### src/design/cci_pkg.sv
package cci_pkg;

	// access codes
	localparam logic [1:0] MODE_READ  = 2'd0;
	localparam logic [1:0] MODE_WRITE = 2'd1;
	localparam logic [1:0] MODE_TICK  = 2'd2;

	// word indexes inside one channel block
	localparam logic [13:0] W_CTRL    = 14'd0;
	localparam logic [13:0] W_IMG_CFG = 14'd3;
	localparam logic [13:0] W_IER     = 14'd4;
	localparam logic [13:0] W_STS     = 14'd5;
	localparam logic [13:0] W_BUF1    = 14'd28;  // byte offset 0x70
	localparam logic [13:0] W_PITCH   = 14'd31;  // byte offset 0x7c
	localparam logic [13:0] W_BUF2    = 14'd35;  // byte offset 0x8c
	localparam logic [13:0] W_XT1     = 14'd40;  // byte offset 0xa0
	localparam logic [13:0] W_XT2     = 14'd43;  // byte offset 0xac

	localparam logic [31:0] EN_BIT   = 32'h8000_0000;
	localparam logic [31:0] FRM_STRD = 32'h2000_0000;
	localparam logic [31:0] BUF1_ACT = 32'h0000_0100;
	localparam logic [31:0] BUF2_ACT = 32'h0000_0200;

	localparam logic [15:0] BPP_DEFAULT = 16'd4;

	// which register word a read fetches
	typedef enum logic [2:0] {
		RS_ITEM  = 3'd0,
		RS_STS   = 3'd1,
		RS_IER   = 3'd2,
		RS_CFG   = 3'd3,
		RS_PITCH = 3'd4,
		RS_BUF   = 3'd5,
		RS_XT    = 3'd6
	} rsel_t;

	typedef struct packed {
		logic  load;
		logic  clr_step;
		rsel_t rd_sel;
		logic  cap_en;
		rsel_t cap_sel;
		logic  div_start;
		logic  commit;
		logic  load_out;
	} cmd_t;

	typedef struct packed {
		logic clr_last;
		logic is_write;
		logic tick_go;
		logic div_done;
		logic out_free;
	} stat_t;

endpackage

### src/design/cci_ctrl.sv
module cci_ctrl (
	input  logic           clk,
	input  logic           arst_n,
	input  logic           in_valid,
	output logic           in_stall,
	output cci_pkg::cmd_t  cmd,
	input  cci_pkg::stat_t stat
);

	typedef enum logic [12:0] {
		S_CLEAR  = 13'b0_0000_0000_0001,
		S_IDLE   = 13'b0_0000_0000_0010,
		S_R0     = 13'b0_0000_0000_0100,
		S_R1     = 13'b0_0000_0000_1000,
		S_R2     = 13'b0_0000_0001_0000,
		S_R3     = 13'b0_0000_0010_0000,
		S_R4     = 13'b0_0000_0100_0000,
		S_R5     = 13'b0_0000_1000_0000,
		S_R6     = 13'b0_0001_0000_0000,
		S_R7     = 13'b0_0010_0000_0000,
		S_DIV    = 13'b0_0100_0000_0000,
		S_COMMIT = 13'b0_1000_0000_0000,
		S_DONE   = 13'b1_0000_0000_0000
	} state_t;

	state_t state_q;
	state_t state_d;

	always_comb begin
		state_d = state_q;
		cmd     = '0;
		unique case (state_q)
			S_CLEAR: begin
				cmd.clr_step = 1'b1;
				if (stat.clr_last) begin
					state_d = S_IDLE;
				end
			end
			S_IDLE: begin
				cmd.load = in_valid;
				if (in_valid) begin
					state_d = S_R0;
				end
			end
			// reads issue one per cycle, each read's data captured in the state after it
			S_R0: begin
				cmd.rd_sel = cci_pkg::RS_ITEM;
				state_d    = S_R1;
			end
			S_R1: begin
				cmd.rd_sel  = cci_pkg::RS_STS;
				cmd.cap_en  = 1'b1;
				cmd.cap_sel = cci_pkg::RS_ITEM;
				state_d     = S_R2;
			end
			S_R2: begin
				cmd.rd_sel  = cci_pkg::RS_IER;
				cmd.cap_en  = 1'b1;
				cmd.cap_sel = cci_pkg::RS_STS;
				state_d     = S_R3;
			end
			S_R3: begin
				cmd.rd_sel  = cci_pkg::RS_CFG;
				cmd.cap_en  = 1'b1;
				cmd.cap_sel = cci_pkg::RS_IER;
				state_d     = S_R4;
			end
			S_R4: begin
				cmd.rd_sel  = cci_pkg::RS_PITCH;
				cmd.cap_en  = 1'b1;
				cmd.cap_sel = cci_pkg::RS_CFG;
				state_d     = S_R5;
			end
			S_R5: begin
				cmd.rd_sel  = cci_pkg::RS_BUF;
				cmd.cap_en  = 1'b1;
				cmd.cap_sel = cci_pkg::RS_PITCH;
				state_d     = S_R6;
			end
			S_R6: begin
				cmd.rd_sel  = cci_pkg::RS_XT;
				cmd.cap_en  = 1'b1;
				cmd.cap_sel = cci_pkg::RS_BUF;
				state_d     = S_R7;
			end
			S_R7: begin
				cmd.cap_en  = 1'b1;
				cmd.cap_sel = cci_pkg::RS_XT;
				if (stat.is_write) begin
					state_d = S_COMMIT;
				end else if (stat.tick_go) begin
					cmd.div_start = 1'b1;
					state_d       = S_DIV;
				end else begin
					state_d = S_DONE;
				end
			end
			S_DIV: begin
				if (stat.div_done) begin
					state_d = S_COMMIT;
				end
			end
			S_COMMIT: begin
				cmd.commit = 1'b1;
				state_d    = S_DONE;
			end
			S_DONE: begin
				if (stat.out_free) begin
					cmd.load_out = 1'b1;
					state_d      = S_IDLE;
				end
			end
			default: state_d = S_CLEAR;
		endcase
	end

	always_ff @(posedge clk or negedge arst_n) begin
		if (!arst_n) begin
			state_q <= S_CLEAR;
		end else begin
			state_q <= state_d;
		end
	end

	assign in_stall = state_q != S_IDLE;

endmodule

### config.mk
export PLATFORM = sky130hd
export DESIGN_NAME = cci_ctrl
export DESIGN_NICKNAME = d
export VERILOG_FILES = /design/src/design/cci_pkg.sv /design/src/design/cci_ctrl.sv
export SDC_FILE = /design/constraint.sdc
export NUM_CORES = 1
export LEC_CHECK = 0
export BUFFER_PORTS_ARGS = -buffer_cell sky130_fd_sc_hd__buf_2
export CAP_MARGIN = 30
export CORE_MARGIN = 5
export CORE_UTILIZATION = 58
export CTS_CLUSTER_SIZE = 30
export DETAILED_ROUTE_END_ITERATION = 8
export PLACE_DENSITY_LB_ADDON = 0.05
export SLEW_MARGIN = 10
export SYNTH_ARGS = -nofsm -noshare
export SYNTH_HDL_FRONTEND = slang
export SYNTH_SLANG_ARGS = --single-unit
### constraint.sdc
create_clock -name clk -period 3 [get_ports clk]
set_input_delay 0.3 -clock clk [delete_from_list [all_inputs] [get_ports clk]]
set_output_delay 0.3 -clock clk [all_outputs]
set_load 0.02 [all_outputs]
==> impl.org, run 1 <==
** Synth
- Average size of a mapped cell :: 9.201 um2
- Post-Synthesis Cell Area :: 1040 um2
- The synthesized design contains 13 register bits.
- Post-synth EDFFs :: 0
- Async SR Flop Fraction :: 100.0%
- Main synth FF type :: sky130_fd_sc_hd__dfrtp_1
- Cells taking the most area after synthesis :: sky130_fd_sc_hd__dfrtp_1 29%, sky130_fd_sc_hd__buf_6 6.5%, sky130_fd_sc_hd__nand4_1 5.4%
- The synthesized netlist contains 41 unique library cells.
- Fraction of synthesized cell area taken by the top area cell type :: 28.88%
- Synthesized netlist net count :: 121
- The biggest area contributor in the post-synthesis netlist is sky130_fd_sc_hd__dfrtp_1.
- Yosys Warn Count :: 0
- Sequential elements use 31.41% of the synthesized area.
- Count of mapped cells out of synthesis :: 113

** Clocking
- TritonCTS built the clock tree.
- Root Buffer Master :: sky130_fd_sc_hd__clkbuf_4
- The number of hold buffers added after CTS was 1.
- Number of post-CTS setup repair buffers :: 0
- Clock-pin slew was measured on the worst setup and hold paths at 0.09 ns.
- In this run the number of H-tree levels came out at 1.
- Counting the buffers created by CTS gives 3.
- TritonCTS Sinks :: 13
- CTS max path bufs :: 2
- Post-CTS sizing :: 0
- Source-to-sink clock delay at the later pin of the worst-skew pair :: 0.28 ns

** Timing
- Number of hold-slack violations in the final timing report :: 0
- Post-route minimum period :: 2.583 ns
- Max_slew headroom :: 56.97%
- Setup violations remaining at the end of the flow were counted as 0.
- Minimum hold slack :: 0.1999 ns
- For the pin with the worst max-slew slack, the measured transition is between 0.6 and 0.7 ns.
- Setup repair after global routing missed its margin :: no
- Final max-slew violation count :: 0
- Period utilization :: a little under nine tenths
- F_max :: 387.2 MHz
- For the final database, setup skew stands at roughly 0.0039 ns.
- Setup total negative slack on the finished layout was measured at 0 ns.

** Floorplanning
- Die area :: 2739 um2
- Overall die width :: 52.34 um
- Once the floorplan was initialized, standard cells occupied 60.88% of the core.
- The floorplan has 15 rows.
- Number of top-level pins :: 21
- Floorplan Core Area :: roughly 1700 um2
- Die height :: 52.34 um

** Power
- For this design the total switching power over the nets is 0.0002530 W.
- For this design the ratio of total power to cell area is roughly 560 nW/um2.
- Sequential power share :: 38.8%
- Gate power share :: 42.7%
- Internal power summed over all cells :: 0.0003694 W
- Fraction of power spent switching nets :: 40.65%
- In this run the static leakage power is 0.5446 nW.
- Summing internal, switching and leakage power gives 0.0006224 W.
- Worst vdd rail ir drop :: 0.0003029 V
- The clock network accounts for 18.4% of the total power.

** Detailed routing
- Using the TritonRoute via totals, the vias-per-cell ratio works out to approximately 6.
- Dividing the detail-routed wire length by the instance count gives 14.88 um.
- Number of vias after detailed routing :: between 900 and 1000
- After the first detailed-routing iteration, the DRC count stood at 23.
- In this run the remaining antenna-violating nets after routing total 0.
- Post-detailed-route DRC marker count :: 0
- First-pass iteration count of the detailed router :: 4
- Routed wire length :: 2.277 mm

** Finish
- Max reg flops :: 13
- Summing all multi-input logic gate instances after layout gives a little under 600 um2.
- Registers with the most flip-flops :: state_q: 13 flops
- Of the cells placed in the final design, the portion with a size suffix greater than 1 is between 20 and 30%.
- Ranked by flip-flop count, first place goes to state_q.
- From synthesis to final layout, the design area changed by 6.738%.
- The layout has 162 filler cells.
- After routing the design area is 1110 um2.
- Total Nets Final :: 137
- In the final layout, flip-flops and latches occupy 326.6 um2.
- # diodes :: 0

** Worst setup path
- Data required time at the worst endpoint :: 2.70 ns
- Across all register-to-register paths, the minimum setup slack is 1.03 ns.
- By startpoint and endpoint, the worst setup path is classified as flop to output pin.
- Crit path max fanout :: 11
- The worst register-to-register path has a depth of 4.
- Worst path arrival time :: 2.28 ns
- Capture point of the worst reg-to-reg path :: state_q[1]
- Launching point of the worst reg2reg path :: state_q[5]
- The worst setup path is captured at an output pin.
- Setup crit start kind :: flop

** Worst hold path
- The path with the worst hold slack has its endpoint at state_q[10].
- Worst hold-check path type :: input pin to flop
- Hold wc startpoint :: stat[1]
- Number of instances on the worst hold path :: 2

** Place
- After detailed placement, the total cell area comes to 1074 um2.
- Routability-driven placement finished with a final weighted congestion of 0.7870.
- After legalization and detailed placement, the total HPWL measured 1.709 mm.
- Buffers added on ports :: 20

** Run status
- The run finished with clean final reports.

** Global routing
- For met1 alone, demand over resource in global routing was between 20% and 30%.
- Sum of overflow across all layers after global routing :: 0
- Number of antenna violations at the first check in global routing :: 0
- Pin count of the biggest net entering global routing :: 14
- GRT Resource Usage Total :: 19.08%
- The first global-routing pass estimated 3.857 mm of wire.
- The number of global-route vias before repair was 873.
- Most crowded layer after global routing :: met2
- For this run, global-route usage on met3 was measured as 6.553%.
- M2 GR Usage :: 32.02%

** Flow run
- Across the run, the number of max-cap violations was 0.
==> logic make-up after synthesis <==
logic type	Yosys count	synth area share, %
AND/OR/NAND/NOR	60	38.63
AO/OA/AOI/OAI	15	10.23
buffers and inverters	15	11.19
flip-flops	13	31.41
XOR/XNOR	9	7.582
multiplexers	1	0.9627
==> worst max path at each step <==
| stage | startpoint | to | slack, ns | depth (start not counted) |
|---|---|---|---|---|
| after floorplan | state_q[1] | cmd[3] | 0.81 | 5 |
| after global placement | state_q[5] | cmd[11] | 0.78 | 5 |
| after detailed placement | state_q[5] | cmd[11] | 0.75 | 5 |
| after CTS | state_q[5] | cmd[11] | 0.41 | 5 |
| after global routing | state_q[5] | cmd[11] | 0.26 | 5 |
| final | state_q[5] | cmd[11] | 0.42 | 5 |
==> final cells by class <==
cell class	instances	area share [%]
Tap cell	25	2.819
Multi-Input combinational cell	85	53.78
Timing Repair Buffer	21	9.921
Clock buffer	4	2.368
Inverter	5	1.691
Sequential cell	13	29.43
==> placed cells by master (no fill, tap or decap), drive strengths merged <==
cell         count
a21oi            1
a2bb2oi          1
a31o             1
a32oi            1
and2             1
and3             1
and4             1
buf             20
clkbuf           4
dfrtp           12
dfstp            1
dlygate4sd3      1
inv              5
mux2i            1
nand2            4
nand2b           1
nand3            4
nand4            9
nand4b           3
nor2            11
nor3             9
nor3b            3
nor4             5
o211ai           2
o21ai            5
o21bai           1
o22ai            2
o41ai            1
or2              1
or2b             2
or3              2
or3b             1
or4              2
xnor2            3
xor2             6
==> through the flow <==
step	worst slack [ns]	cells	util (%)
global route	0.2559	153	64.98
detailed placement	0.7499	148	62.86
CTS	0.4109	153	64.98
floorplan	0.8050	113	-
global placement	0.7782	148	62.86
finish	0.4172	153	64.98
==> Yosys cell counts (2+ instances only) <==
| master | n |
|---|---|
| sky130_fd_sc_hd__nand4b_1 | 3 |
| sky130_fd_sc_hd__nor4_1 | 3 |
| sky130_fd_sc_hd__o211ai_1 | 2 |
| sky130_fd_sc_hd__inv_1 | 5 |
| sky130_fd_sc_hd__buf_6 | 6 |
| sky130_fd_sc_hd__nand3_2 | 2 |
| sky130_fd_sc_hd__nor3_1 | 8 |
| sky130_fd_sc_hd__nand2_1 | 4 |
| sky130_fd_sc_hd__nor3b_1 | 3 |
| sky130_fd_sc_hd__nand4_1 | 9 |
| sky130_fd_sc_hd__nor4_4 | 2 |
| sky130_fd_sc_hd__nand3_1 | 2 |
| sky130_fd_sc_hd__nor2_1 | 11 |
| sky130_fd_sc_hd__buf_4 | 4 |
| sky130_fd_sc_hd__o21ai_0 | 5 |
| sky130_fd_sc_hd__xor2_1 | 6 |
| sky130_fd_sc_hd__dfrtp_1 | 12 |
| sky130_fd_sc_hd__xnor2_1 | 3 |
==> worst max-delay path, stage by stage, from the launching register on <==
cell                      delay (ns)
sky130_fd_sc_hd__dfrtp_1        0.52
sky130_fd_sc_hd__nor4_4         0.52
sky130_fd_sc_hd__nand4_1        0.26
sky130_fd_sc_hd__or3b_4         0.45
sky130_fd_sc_hd__nor2_1         0.09
sky130_fd_sc_hd__buf_2          0.16
==> routing by layer <==
metal  share of wire (%)  wire length, um  up-vias
li1                    -                -      449
met1                  42              955      446
met2                  50             1143       25
met3                 6.7              153        4
met4                 1.0               23        0
met5                   0                0        -
==> power by group through the flow <==
stage / Combinational, W / Clock, W / Sequential (W)
after floorplan: 0.000255 / 0 / 0.000211
after global placement: 0.000260 / 0 / 0.000243
after detailed placement: 0.000262 / 0 / 0.000244
after CTS: 0.000266 / 0.000116 / 0.000241
after global routing: 0.000293 / 0.000131 / 0.000245
final: 0.000266 / 0.000115 / 0.000242
No activity file was read; power rests on OpenSTA's default activity.
==> inputs of run 2 (changes only) <==
--- a/config.mk
+++ b/config.mk
@@ -9,6 +9,7 @@
 export CAP_MARGIN = 30
 export CORE_MARGIN = 5
 export CORE_UTILIZATION = 58
+export CTS_BUF_LIST = sky130_fd_sc_hd__clkbuf_4 sky130_fd_sc_hd__clkbuf_8 sky130_fd_sc_hd__clkbuf_16
 export CTS_CLUSTER_SIZE = 30
 export DETAILED_ROUTE_END_ITERATION = 8
 export PLACE_DENSITY_LB_ADDON = 0.05
==> run 2 against run 1 <==
Net effect:
- utilization up 0.22 points
- clock skew up 0.00062 ns
- combinational power about the same
- clock-buffer cell count unchanged
- register-to-register slack about the same
- global-route usage up 0.48 points
- design area up 0.34%
==> impl.org, run 2 (synthesized netlist as in run 1, its figures left out) <==
** Run status
- The flow ran to the end, and the final reports show no timing, DRC or antenna violations.

** Worst setup path
- The worst setup path is launched from a flop.
- In this run the critical register-to-register path is launched from state_q[5].
- Launch point of the worst path :: state_q[5]
- The total buffers and inverters traversed by the critical path came to 1 (unchanged).
- Reg2Reg Depth :: 4 (unchanged)
- The worst setup path is captured at an output pin.
- The cell family contributing the most delay on the critical path is simple AND/OR/NAND/NOR gates.
- The peak per-stage delay on the critical path came to 0.52 ns (about the same).
- Slowest library cell on the worst path :: sky130_fd_sc_hd__dfrtp_1
- Crit path max fanout :: 11 (unchanged)
- The endpoint identified for the worst register-to-register timing path is state_q[1].
- The worst endpoint data arrival time was 2.28 ns (about the same).
- The critical path is of the flop to output pin type.
- Walking the worst path, the cells encountered are nor4_4, nand4_1, or3b_4, nor2_1, buf_2.
- Data required time at the worst endpoint :: 2.70 ns (about the same)
- The worst-case register-to-register setup slack came to 1.03 ns (about the same).

** Power
- The clock network fraction of design power is 19.6% (+1.2 points).
- Fraction of power spent switching nets :: 39.99% (-0.66 points)
- The sum of internal, switching and leakage power is 0.0006305 W (+1.3%).
- Gate power share :: 42.0% (-0.7 points)
- The power per unit of standard cell area is 566.2 nW/um2 (+0.97%).
- The maximum VDD drop was 0.0003044 V (+0.50%).
- The reported net switching power came to 0.0002521 W (-0.33%).
- The sequential fraction of design power came to 38.4% (-0.4 points).
- Internal power summed over all cells :: 0.0003784 W (+2.4%)
- Leakage power figure :: 0.5480 nW (+0.63%)

** Global routing
- The initial antenna violation count was 0 (unchanged).
- The number of global-route vias before repair is 885 (+1.4%).
- Pin count of the biggest net entering global routing :: 14 (unchanged)
- The first-pass GRT wire length was 3.939 mm (+2.1%).
- The overall overflow remaining after global route is 0 (unchanged).
- The overall global routing resource usage is 19.56% (+0.48 points).

** Timing
- Transition time at the pin with the least slew margin :: 0.6288 ns (-0.01167 ns)
- Summed negative setup slack over all endpoints :: 0 ns (unchanged)
- Max_slew headroom :: 57.76% (+0.78 points)
- Post-route minimum period :: 2.583 ns (+0.00008800 ns)
- The fraction of the cycle the final worst path needs was 86.10% (about the same).
- Setup violation total in the final timing report :: 0 (unchanged)
- Final max-slew violation count :: 0 (unchanged)
- Number of hold-slack violations in the final timing report :: 0 (unchanged)
- The maximum achievable frequency is 387.2 MHz (about the same).
- The setup clock skew after layout is 0.004479 ns (+0.0006249 ns).
- Setup repair after global routing left no endpoint under its margin.

** Finish
- From synthesis to final layout, the design area changed by 7.100%.
- The fill cell instance count of the final layout came to 164 (+1.2%).
- The number of nets in the layout is 137 (unchanged).
- Number of standard cells in the final layout excluding fillers :: 153 (unchanged)
- The share of cells above drive strength 1 was 29.69% (+0.78 points).
- # diodes :: 0 (unchanged)
- Highest-count cells in the layout ignoring fill and taps :: 20 x sky130_fd_sc_hd__buf_2, 12 x sky130_fd_sc_hd__dfrtp_1, 11 x sky130_fd_sc_hd__nor2_1, 9 x sky130_fd_sc_hd__nand4_1, 8 x sky130_fd_sc_hd__nor3_1
- The largest registers in the layout are state_q: 13 flops.
- Leaving out fill and tap cells, the most frequent cell in the layout is sky130_fd_sc_hd__buf_2.
- Register name with the most flops :: state_q
- Max reg flops :: 13 (unchanged)

** Floorplanning
- Number of top-level pins :: 21 (unchanged)
- Die area :: 2739 um2 (unchanged)
- The number of standard-cell rows in the floorplan was 15 (unchanged).
- The initial core utilization came to 60.88% (unchanged).
- Die height :: 52.34 um (unchanged)
- The width of the die is 52.34 um (unchanged).
- Floorplan Core Area :: 1708 um2 (unchanged)

** Place
- The detailed placement HPWL is 1.709 mm (unchanged).
- The count of port buffers added during placement came to 20 (unchanged).
- Weighted congestion at the end of routability-driven global placement :: 0.7870 (unchanged)
- Post-placement cell count :: 148 (unchanged)

** Clocking
- The number of clock sinks is 13 (unchanged).
- Root Buffer Master :: sky130_fd_sc_hd__clkbuf_4
- Number of hold-repair buffers added at the cts stage :: 1 (unchanged)
- The total clock buffers created by CTS came to 3 (unchanged).
- The post-cts gate resize count was 0 (unchanged).
- The register clock-pin slew on the reported worst setup and hold paths was 0.09 ns (about the same).
- The deepest clock path buffer count was 2 (unchanged).
- The clock latency of the later-clocked register in the worst-skew pair is 0.28 ns (about the same).
- Number of post-CTS setup repair buffers :: 0 (unchanged)
- The maximum level of the CTS H-tree was 1 (unchanged).
- TritonCTS built the clock tree.

** Detailed routing
- The total number of vias is 924 (unchanged).
- Post-detailed-route DRC marker count :: 0 (unchanged)
- The post-route antenna net violation count came to 0 (unchanged).
- The number of DRC markers in iteration 0 is 25 (+8.7%).
- The overall routed net length is 2.289 mm (+0.53%).
- First-pass iteration count of the detailed router :: 4 (unchanged)
- The via-per-instance ratio is 6.039 (unchanged).
- Detail-routed net length per standard cell :: 14.96 um (+0.53%)

** Worst hold path
- Hold path endpoint :: state_q[10]
- The depth of the worst hold-timing path is 2 (unchanged).
- The min-delay analysis places its worst path in the category input pin to flop.
- Hold wc startpoint :: stat[1]

** Flow run
- Number of maximum-capacitance constraint violations :: 0 (unchanged)
[run 2: power groups by stage]
stage          Clock [W]  Combinational [W]  Sequential [W]
2_1_floorplan          0           0.000255        0.000211
3_3_place_gp           0           0.000260        0.000243
3_5_place_dp           0           0.000262        0.000244
4_1_cts         0.000125           0.000266        0.000241
5_1_grt         0.000140           0.000293        0.000245
6_report        0.000123           0.000265        0.000242
[run 2: how the worst max path moves through the flow]
stage                    to  slack [ns]  depth (start not counted)
global placement    cmd[11]        0.78                          5
floorplan            cmd[3]        0.81                          5
detailed placement  cmd[11]        0.75                          5
finish              cmd[11]        0.42                          5
global route        cmd[11]        0.26                          5
CTS                 cmd[11]        0.41                          5
[run 2: area by class of cell]
type | count | area [um2] | share of cell area (%)
Multi-Input combinational cell | 85 | 596.8 | 53.60
Sequential cell | 13 | 326.6 | 29.33
Timing Repair Buffer | 21 | 110.1 | 9.888
Tap cell | 25 | 31.28 | 2.809
Clock buffer | 4 | 30.03 | 2.697
Inverter | 5 | 18.77 | 1.685
[run 2: layer usage]
metal  GRT usage, %  wire, um  up-vias
li1               -         -      449
met1          22.30       925      436
met2          33.47      1176       33
met3          6.553       157        6
met4          7.234        30        0
met5              0         0        -
[run 2: stage by stage]
| step | setup WS, ns | hold WS, ns | cell area (um2) | utilization, % |
|---|---|---|---|---|
| 2_1_floorplan | 0.8050 | 0.004409 | 1040 | - |
| 3_3_place_gp | 0.7782 | 0.2026 | 1074 | 62.86 |
| 3_5_place_dp | 0.7499 | 0.2058 | 1074 | 62.86 |
| 4_1_cts | 0.4109 | 0.2092 | 1114 | 65.20 |
| 5_1_grt | 0.2559 | 0.2051 | 1114 | 65.20 |
| 6_report | 0.4171 | 0.2026 | 1114 | 65.20 |
